$ cat config.mk
export PLATFORM = sky130hd
export DESIGN_NAME = rsa_letter_cipher
export DESIGN_NICKNAME = d
export VERILOG_FILES = /design/src/rtl/rsalc_pkg.sv /design/src/rtl/rsalc_front.sv /design/src/rtl/rsalc_queue.sv /design/src/rtl/rsalc_back.sv /design/src/rtl/rsa_letter_cipher.sv
export SDC_FILE = /design/constraint.sdc
export NUM_CORES = 2
export LEC_CHECK = 0
export ABC_AREA = 1
export BUFFER_PORTS_ARGS = -buffer_cell sky130_fd_sc_hd__buf_2
export CAP_MARGIN = 10
export CELL_PAD_IN_SITES_DETAIL_PLACEMENT = 1
export CELL_PAD_IN_SITES_GLOBAL_PLACEMENT = 2
export CORE_MARGIN = 3
export CORE_UTILIZATION = 39
export CTS_CLUSTER_SIZE = 40
export DETAILED_ROUTE_END_ITERATION = 12
export PLACE_DENSITY = 0.84
export SLEW_MARGIN = 20
export SYNTH_ARGS = -nofsm -noshare
export SYNTH_HDL_FRONTEND = slang
export SYNTH_HIERARCHICAL = 1
export SYNTH_SLANG_ARGS = --single-unit
export TNS_END_PERCENT = 10
$ cat constraint.sdc
create_clock -name clk -period 6.6 [get_ports clk]
set_clock_uncertainty 0.1 [all_clocks]
set_input_delay 0.99 -clock clk [delete_from_list [all_inputs] [get_ports clk]]
set_output_delay 0.99 -clock clk [all_outputs]
set_load 0.1 [all_outputs]
$ cat src/rtl/rsalc_pkg.sv
// Package: shared types and constants for the RSA letter cipher.
package rsalc_pkg;

  localparam logic [7:0] CharA    = 8'h41;
  localparam logic [7:0] CharZ    = 8'h5A;
  localparam logic [7:0] CharZero = 8'h30;
  localparam int unsigned AlphaLen = 26;

  typedef enum logic [1:0] {
    REG_MODULUS = 2'd0,
    REG_PUB_EXP = 2'd1,
    REG_PRV_EXP = 2'd2,
    REG_NONE    = 2'd3
  } reg_idx_t;

  typedef struct packed {
    logic        kind;
    logic        bad;
    logic [15:0] base;
    logic [15:0] expo;
    logic [15:0] modulus;
  } job_t;

endpackage

$ cat src/rtl/rsalc_front.sv
// Front end: classify a word and form the exponentiation job.
module rsalc_front #(
  parameter int MOD_BITS = 16
) (
  input  logic               kind,
  input  logic [7:0]         letter_code,
  input  logic [15:0]        cipher_in,
  input  logic [15:0]        modulus,
  input  logic [15:0]        public_exponent,
  input  logic [15:0]        private_exponent,
  output rsalc_pkg::job_t    job
);

  logic        is_letter;
  logic [15:0] mask;
  logic [7:0]  idx;

  always_comb begin
    mask      = (MOD_BITS >= 16) ? 16'hFFFF : 16'((32'd1 << MOD_BITS) - 32'd1);
    is_letter = (letter_code >= rsalc_pkg::CharA) && (letter_code <= rsalc_pkg::CharZ);
    idx       = letter_code - rsalc_pkg::CharA + 8'd1;
    job.kind    = kind;
    job.modulus = modulus & mask;
    if (kind) begin
      job.bad  = 1'b0;
      job.base = cipher_in & mask;
      job.expo = private_exponent;
    end else begin
      job.bad  = !is_letter;
      job.base = {8'd0, idx};
      job.expo = public_exponent;
    end
  end

endmodule

$ cat src/rtl/rsalc_queue.sv
// Two-entry job queue between front and back.
module rsalc_queue (
  input  logic                 clk,
  input  logic                 rst,
  input  logic                 push,
  input  rsalc_pkg::job_t      din,
  input  logic                 pop,
  output rsalc_pkg::job_t      dout,
  output logic                 not_empty,
  output logic                 full
);

  rsalc_pkg::job_t mem [2];
  logic            wptr;
  logic            rptr;
  logic [1:0]      count;

  always_ff @(posedge clk) begin
    if (push) begin
      mem[wptr] <= din;
    end
    if (rst) begin
      wptr  <= 1'b0;
      rptr  <= 1'b0;
      count <= 2'd0;
    end else begin
      if (push) wptr <= !wptr;
      if (pop)  rptr <= !rptr;
      count <= count + 2'(push) - 2'(pop);
    end
  end

  assign dout      = mem[rptr];
  assign not_empty = (count != 2'd0);
  assign full      = (count == 2'd2);

endmodule

$ cat src/rtl/rsalc_back.sv
// Back end: square-and-multiply modular exponentiation with a bit-serial remainder unit.
module rsalc_back (
  input  logic               clk,
  input  logic               rst,
  input  logic               avail,
  input  rsalc_pkg::job_t    job,
  output logic               take,
  output logic               done,
  output logic [15:0]        result_value,
  output logic [7:0]         plain_char,
  output logic               bad_symbol
);

  typedef enum logic [1:0] {
    S_IDLE, S_PROD, S_RED, S_FINISH
  } state_t;

  typedef enum logic [1:0] {
    OP_BASE, OP_SQR, OP_MUL
  } op_t;

  state_t          state;
  op_t             op;
  rsalc_pkg::job_t cur;
  logic [15:0]     acc;
  logic [15:0]     base;
  logic [3:0]      bitpos;
  logic [31:0]     num;
  logic [15:0]     rem;
  logic [4:0]      rcnt;
  logic [16:0]     trial;
  logic [15:0]     rem_next;

  // Shift in one dividend bit, subtract the modulus when it fits.
  always_comb begin
    trial    = {rem, num[31]};
    rem_next = (trial >= {1'b0, cur.modulus}) ?
               16'(trial - {1'b0, cur.modulus}) : trial[15:0];
  end

  assign take = avail && (state == S_IDLE);

  always_ff @(posedge clk) begin
    if (rst) begin
      state        <= S_IDLE;
      done         <= 1'b0;
      result_value <= 16'd0;
      plain_char   <= 8'd0;
      bad_symbol   <= 1'b0;
    end else begin
      done <= 1'b0;
      unique case (state)
        S_IDLE: begin
          if (avail) begin
            cur <= job;
            if (job.bad || job.modulus == 16'd0) begin
              acc   <= 16'd0;
              state <= S_FINISH;
            end else begin
              num   <= {job.base, 16'd0};
              rem   <= 16'd0;
              rcnt  <= 5'd15;
              op    <= OP_BASE;
              state <= S_RED;
            end
          end
        end
        S_PROD: begin
          num   <= (op == OP_MUL) ? 32'(acc) * 32'(base) : 32'(acc) * 32'(acc);
          rem   <= 16'd0;
          rcnt  <= 5'd31;
          state <= S_RED;
        end
        S_RED: begin
          rem  <= rem_next;
          num  <= {num[30:0], 1'b0};
          rcnt <= rcnt - 5'd1;
          if (rcnt == 5'd0) begin
            unique case (op)
              OP_BASE: begin
                base   <= rem_next;
                acc    <= (cur.modulus == 16'd1) ? 16'd0 : 16'd1;
                bitpos <= 4'd15;
                op     <= OP_SQR;
                state  <= S_PROD;
              end
              OP_SQR: begin
                acc <= rem_next;
                if (cur.expo[bitpos]) begin
                  op    <= OP_MUL;
                  state <= S_PROD;
                end else if (bitpos == 4'd0) begin
                  state <= S_FINISH;
                end else begin
                  bitpos <= bitpos - 4'd1;
                  state  <= S_PROD;
                end
              end
              OP_MUL: begin
                acc <= rem_next;
                if (bitpos == 4'd0) begin
                  state <= S_FINISH;
                end else begin
                  bitpos <= bitpos - 4'd1;
                  op     <= OP_SQR;
                  state  <= S_PROD;
                end
              end
              default: state <= S_IDLE;
            endcase
          end
        end
        S_FINISH: begin
          done         <= 1'b1;
          result_value <= acc;
          bad_symbol   <= cur.bad || (cur.kind && acc > 16'(rsalc_pkg::AlphaLen));
          if (!cur.kind || acc > 16'(rsalc_pkg::AlphaLen))
            plain_char <= 8'd0;
          else if (acc == 16'd0)
            plain_char <= rsalc_pkg::CharZero;
          else
            plain_char <= rsalc_pkg::CharA + acc[7:0] - 8'd1;
          state <= S_IDLE;
        end
        default: state <= S_IDLE;
      endcase
    end
  end

endmodule

$ cat src/rtl/rsa_letter_cipher.sv
// Top level: RSA letter cipher with APB key registers.
//  channel  | signals                                  | handshake
//  request  | kind, letter_code, cipher_in             | start && !busy
//  result   | result_value, plain_char, bad_symbol     | done, one cycle
//  config   | psel penable pwrite paddr pwdata prdata  | APB, pready high
// The back end holds a word while it reduces the base, then runs 16 squarings plus
// one multiply per set exponent bit, each a product and then a bit-serial reduction;
// a non-letter or zero modulus goes straight to the result.
// A two-word queue lets requests enter while the back end works; busy is high
// while the queue is full. Results cannot be held off.
// Reset is synchronous: clear the queue, load keys 33, 3 and 7.
module rsa_letter_cipher #(
  parameter int MOD_BITS = 16
) (
  input  logic        clk,
  input  logic        rst,
  input  logic        start,
  output logic        busy,
  input  logic        kind,
  input  logic [7:0]  letter_code,
  input  logic [15:0] cipher_in,
  output logic        done,
  output logic [15:0] result_value,
  output logic [7:0]  plain_char,
  output logic        bad_symbol,
  input  logic        psel,
  input  logic        penable,
  input  logic        pwrite,
  input  logic [3:0]  paddr,
  input  logic [31:0] pwdata,
  output logic [31:0] prdata,
  output logic        pready
);

  logic [15:0] modulus;
  logic [15:0] public_exponent;
  logic [15:0] private_exponent;
  rsalc_pkg::reg_idx_t ridx;
  rsalc_pkg::job_t  fjob;
  rsalc_pkg::job_t  qjob;
  logic q_push;
  logic q_full;
  logic q_ne;
  logic take;

  assign pready = 1'b1;
  assign ridx = (paddr[1:0] != 2'd0) ? rsalc_pkg::REG_NONE :
                rsalc_pkg::reg_idx_t'(paddr[3:2]);

  always_ff @(posedge clk) begin
    if (rst) begin
      modulus          <= 16'd33;
      public_exponent  <= 16'd3;
      private_exponent <= 16'd7;
    end else if (psel && penable && pwrite) begin
      unique case (ridx)
        rsalc_pkg::REG_MODULUS: modulus          <= pwdata[15:0];
        rsalc_pkg::REG_PUB_EXP: public_exponent  <= pwdata[15:0];
        rsalc_pkg::REG_PRV_EXP: private_exponent <= pwdata[15:0];
        default: ;
      endcase
    end
  end

  always_comb begin
    unique case (ridx)
      rsalc_pkg::REG_MODULUS: prdata = {16'd0, modulus};
      rsalc_pkg::REG_PUB_EXP: prdata = {16'd0, public_exponent};
      rsalc_pkg::REG_PRV_EXP: prdata = {16'd0, private_exponent};
      default:                prdata = 32'd0;
    endcase
  end

  rsalc_front #(.MOD_BITS(MOD_BITS)) u_front (
    .kind(kind), .letter_code(letter_code), .cipher_in(cipher_in),
    .modulus(modulus), .public_exponent(public_exponent),
    .private_exponent(private_exponent), .job(fjob)
  );

  assign busy   = q_full;
  assign q_push = start && !q_full;

  rsalc_queue u_queue (
    .clk(clk), .rst(rst), .push(q_push), .din(fjob), .pop(take),
    .dout(qjob), .not_empty(q_ne), .full(q_full)
  );

  rsalc_back u_back (
    .clk(clk), .rst(rst), .avail(q_ne), .job(qjob), .take(take),
    .done(done), .result_value(result_value), .plain_char(plain_char),
    .bad_symbol(bad_symbol)
  );

  a_char_ok: assert property (@(posedge clk) disable iff (rst)
    done && !bad_symbol && plain_char != 8'd0 |-> result_value <= 16'd26)
    else $error("char without valid index");
  a_bad_char: assert property (@(posedge clk) disable iff (rst)
    done && bad_symbol |-> plain_char == 8'd0)
    else $error("bad symbol with char");
  a_done_pulse: assert property (@(posedge clk) disable iff (rst)
    done |=> !done)
    else $error("done longer than one cycle");

endmodule
Word-level counts from Yosys, hierarchy flattened
Memory sizes are Yosys's and may differ from the RTL's. A register that Yosys moved wholly into a read port is not among the register bits.
Index checks and enable logic that the tools add are counted.

word-level totals
  output and inout bits = 60
  flip-flop bits (word level) = 205
  memories kept = 1
  input port bits = 67
  logic and storage cells = 141
  memory bits (writable) = 100

memories
  name         depth  bits a word  rd ports  clocked after memory_dff  wr ports  RTL line           RTL
  u_queue.mem  2      50           1         1                         1         rsalc_queue.sv:13  rsalc_pkg::job_t mem [2];

cells by class
  reductions and logical operators = 37
  muxes and demuxes = 46
  $add $sub $neg = 9
  multiply operators = 2
  equal/unequal tests = 18
  bitwise logic cells = 1
  $lt $le $gt $ge = 5

operators by type and width
  kind                   number
  $mux W16               6
  $mux W32               3
  $pmux W16 S3           2
  $pmux W32 S3           1
  $mul A16 B16 Y32       2
  $pmux W16 S2           2
  $mux W33               1
  $logic_not A16 Y1      2
  $mux W2                10
  $ge A17 B16 Y1         1
  $eq A16 B1 Y1 const B  1
  $gt A16 B5 Y1 const B  1
  $mux W8                2
  $sub A16 B16 Y16       1
  $pmux W5 S3            1
  $pmux W2 S3            2
  $pmux W4 S3            1
  $eq A2 B2 Y1 const B   5
  $mux W5                2
  $add A7 B8 Y8 const A  1
  $add A8 B1 Y8 const B  1
  $ge A8 B7 Y1 const B   1
  $le A8 B7 Y1 const B   1
  $mux W1                8
  33 further kinds       60

Longest topological paths before layout
  depth after elaboration = 6
  mapped depth = 30
  gate-level depth less buffers = 28

Modules after synthesis
The synthesis kept the hierarchy.

by module, submodules not included
  module             instances  area each (µm²)  cells each
  rsalc_back         1          25051.5          3306
  rsalc_queue        1          4088.9           187
  rsa_letter_cipher  1          2314.7           368
  rsalc_front        1          610.6            128

Least setup slack after synthesis
OpenSTA, ideal clock, no wires.

  path kind = reg-to-reg
  start = register u_back.acc[10]
  end = register u_back.num[20], data pin
  setup time = 0.249 ns
  required time = 6.251 ns
  cell stages (with the launch flop) = 26
  path slack = 0.807 ns
  arrival time = 5.444 ns
  cells stage by stage = edfxtp_1 -> clkbuf_1 -> clkbuf_1 -> nand2_1 -> fa_1 -> fa_1 -> fa_1 -> fa_1 -> inv_1 -> fa_1 -> inv_1 -> fa_1 -> inv_1 -> ha_1 -> nand2_1 -> inv_1 -> a21oi_1 -> nand3_1 -> nand2_1 -> nor2_1 -> nor2_1 -> nand2_1 -> nand3_1 -> nand3_1 -> nand2_1 -> inv_1

on the way
  cells in the longest elaborated chain, start to end = 3

RTL lines
  element                 RTL line           RTL
  from (decl)             rsalc_back.sv:25   logic [15:0] acc;
  from (signal assigned)  rsalc_back.sv:82   acc <= (cur.modulus == 16'd1) ? 16'd0 : 16'd1;
  from (signal assigned)  rsalc_back.sv:88   acc <= rem_next;
  from (signal assigned)  rsalc_back.sv:100  acc <= rem_next;
  $mul A16 B16 Y32        rsalc_back.sv:69   num <= (op == OP_MUL) ? 32'(acc) * 32'(base) : 32'(acc) * 32'(acc);
  $mux W32 (*)            rsalc_back.sv:69
  $pmux W32 S3 (*)        rsalc_back.sv:52   unique case (state)
  to (signal assigned)    rsalc_back.sv:60   num <= {job.base, 16'd0};
  to (signal assigned)    rsalc_back.sv:69
  to (signal assigned)    rsalc_back.sv:76   num <= {num[30:0], 1'b0};
  to (decl)               rsalc_back.sv:28   logic [31:0] num;

Mark *: on every way between the ends. The rest lies on a longest branch, timed or not.
A chain may end at the register's enable or synchronous reset.

Final worst setup path
  start = register u_back.acc[3]
  end = register u_back.num[13], data pin

Same word-level chain as after synthesis.

==> impl_metrics.env <==
export IMPL_r2r_start="u_back/acc[3]"
export IMPL_filler_cell_count=9833
export IMPL_min_period_over_period=0.962
export IMPL_maxCapViolCount=0
export IMPL_fmax_mhz=158
export IMPL_drc=0
export IMPL_vias_per_cell=4.82
export IMPL_cp_top_family="adder cells"
export IMPL_ys_async_sr_fraction=0
export IMPL_syn2layout_area_growth_pct=10.4
export IMPL_nets=4747
export IMPL_port_buffers=93
export IMPL_cts_inserted_buffers=38
export IMPL_synth_cell_types=52
export IMPL_syn_inst=3989
export IMPL_finalInstanceArea_um2=35400
export IMPL_drt_initial_drc_count=1121
export IMPL_root_buffer="clkbuf_16"
export IMPL_clk_pin_slew_ns=0.06
export IMPL_routabilityCongestion=0.833
export IMPL_ant_nets=0
export IMPL_cts_sinks=306
export IMPL_syn_area_um2=32100
export IMPL_dp_final_hpwl_um=76600
export IMPL_critPathBufInv=10
export IMPL_grt_max_degree=52
export IMPL_design_core_area_um2=80900
export IMPL_die_h_um=293
export IMPL_grt_ovfl_total=0
export IMPL_grt_pass1_vias=27131
export IMPL_cp_max_fo=17
export IMPL_synth_top_area_share=0.223
export IMPL_first_pass_iters=5
export IMPL_wl_per_cell_um=18.3
export IMPL_drt_total_wl_um=94900
export IMPL_num_vias=24957
export IMPL_grt_antenna_before_repair=0
export IMPL_multi_input_area_um2=19100
export IMPL_synth_top_cell_by_area="fa_1"
export IMPL_path_class="reg2reg"
export IMPL_grt_use_total=0.227
export IMPL_end_kind="flip-flop"
export IMPL_reg2reg_depth=26
export IMPL_cts_max_level=2
export IMPL_hold_viol=0
export IMPL_dpl_cell_count=5102
export IMPL_cpMaxStageDelayCell="fa_1"
export IMPL_cp_startpoint="u_back/acc[3]"
export IMPL_synth_area_leaders="fa_1 (22%), edfxtp_1 (21%), nand2_1 (13%), inv_1 (11%), ha_1 (9.3%)"
export IMPL_endpoint="u_back/num[13]"
export IMPL_finalSetupViolCount=0
export IMPL_rows=104
export IMPL_grt_pass1_wl_um=153000
export IMPL_initial_core_util=0.396
export IMPL_slew_viol_final=0
export IMPL_cts_tree="done"
export IMPL_final_common_cell="nand2_1"
export IMPL_final_cell_mix="nand2_1 (1079), inv_1 (948), fa_1 (357)"
export IMPL_min_period_ns=6.35
export IMPL_timing_rr_end="u_back/num[13]"
export IMPL_hold_worst_slack_ns=0.374
export IMPL_antennaDiodeCount=0
export IMPL_status="completed"
export IMPL_slowest_delay_ns=0.54
export IMPL_die_x_um=293
export IMPL_drive_gt1_frac=0.0938
export IMPL_rsz0062_at_grt="yes"
export IMPL_ys_flop_type="edfxtp_1"
export IMPL_clk_path_buf_depth=3
export IMPL_ys_seq_elements=306
export IMPL_worst_pin_slew_ns=1.05
export IMPL_fin_util=0.437
export IMPL_place_area_um2=34000
export IMPL_hold_path_class="reg2reg"
export IMPL_instances_no_fill=5174
export IMPL_cp_depth=26
export IMPL_synth_area_per_cell_um2=8.04
export IMPL_hold_path_startpoint="u_back/result_value[3]"
export IMPL_ioPinCount=127
export IMPL_insertion_delay_ns=0.58
export IMPL_ys_warn_count=6
export IMPL_crit_arrival_ns=6.53
export IMPL_crit_top_cell="inv_1"
export IMPL_synth_edf_count=225
export IMPL_dieArea_um2=85700
export IMPL_seq_area_um2=8380
export IMPL_reg2reg_slack_ns=0.25
export IMPL_crit_required_ns=6.78
export IMPL_ys_seq_area_frac=0.261
export IMPL_cp_start_kind="flip-flop"
export IMPL_max_slew_margin=0.298
==> layout make-up <==
class	instances	area share
Clock buffer	54	0.0297
Clock inverter	16	0.00760
Inverter	960	0.102
Multi-Input combinational cell	2554	0.541
Sequential cell	306	0.237
Tap cell	1060	0.0375
Timing Repair Buffer	224	0.0456
==> layer usage <==
metal	track usage	vias to the layer above	wire length, um
met4	0.0531	0	2260
met1	0.302	12386	42900
li1	-	12101	-
met2	0.399	365	46600
met3	0.0226	105	3080
met5	0	-	0
==> cells in the mapped netlist, drive strengths merged, types with 5 or more instances <==
master,n
xor2,24
xnor2,13
nand4,24
buf,79
dfxtp,81
clkinv,5
o21bai,6
ha,239
clkbuf,105
fa,357
edfxtp,225
o211ai,9
o21ai,84
nand2,1092
a31oi,6
nor2,283
mux2,50
inv,955
a21o,6
nor3,14
a21oi,111
or2,11
nand3,191
==> repair_timing <==
| action | in CTS | in global routing |
|---|---|---|
| hold buffers | 0 | 0 |
| endpoints found under the setup margin | 0 | 8 |
| gates resized for setup | 0 | 3 |
| setup buffers | 0 | 2 |
==> kinds of logic (layout without fill, tap and decap cells) <==
kind of cell | count (synthesis) | in the layout | synth area share
other cells | 2 | 17 | 0.000234
buf+inv | 1144 | 1254 | 0.144
fa+ha+maj | 596 | 596 | 0.316
simple gates | 1622 | 1622 | 0.204
xor+xnor | 37 | 37 | 0.0101
compound gates | 232 | 232 | 0.0408
mux | 50 | 50 | 0.0234
flops | 306 | 306 | 0.261
==> state kept, by name (all words and copies together) (netlist names), 4 cells and up, named ones only <==
signal	cells
modulus	16
u_back/plain_char	8
u_back/cur	34
u_back/acc	16
u_back/base	16
u_queue/mem	100
u_back/num	32
u_back/result_value	16
public_exponent	16
u_back/bitpos	4
u_back/rcnt	5
u_back/rem	16
private_exponent	16
==> worst register-to-register path, cell delays in order, from the launching register on <==
cell and delay [ns]:
edfxtp_1 0.41, buf_12 0.19, nand2_1 0.17, inv_1 0.08, fa_1 0.54, inv_1 0.06, fa_1 0.53, inv_1 0.06
fa_1 0.50, inv_1 0.06, fa_1 0.53, inv_1 0.05, fa_1 0.49, inv_1 0.05, fa_1 0.48, inv_1 0.07
ha_1 0.34, nand2_1 0.14, inv_1 0.05, nand2_1 0.06, nand2_1 0.08, nand3b_1 0.32, nor2_1 0.17, nor3_1 0.07
o21ai_1 0.26, buf_4 0.16, a21oi_1 0.05
==> how the worst min path moves through the flow <==
stage,end,cells past startpoint
global placement,u_back/result_value[3],2
detailed placement,u_back/result_value[3],2
finish,u_back/result_value[3],2
CTS,u_back/result_value[2],2
floorplan,public_exponent[0],2
global route,u_back/result_value[2],2
==> stage by stage <==
step | TNS, ns | worst slack, ns
floorplan | 0 | 0.807
global placement | 0 | 0.247
detailed placement | 0 | 0.206
CTS | 0 | 0.179
global route | -0.0422 | -0.0242
finish | 0 | 0.254
Power is not shown: default switching activity piles up to over one toggle a cycle in this logic, so the estimate is an artifact.
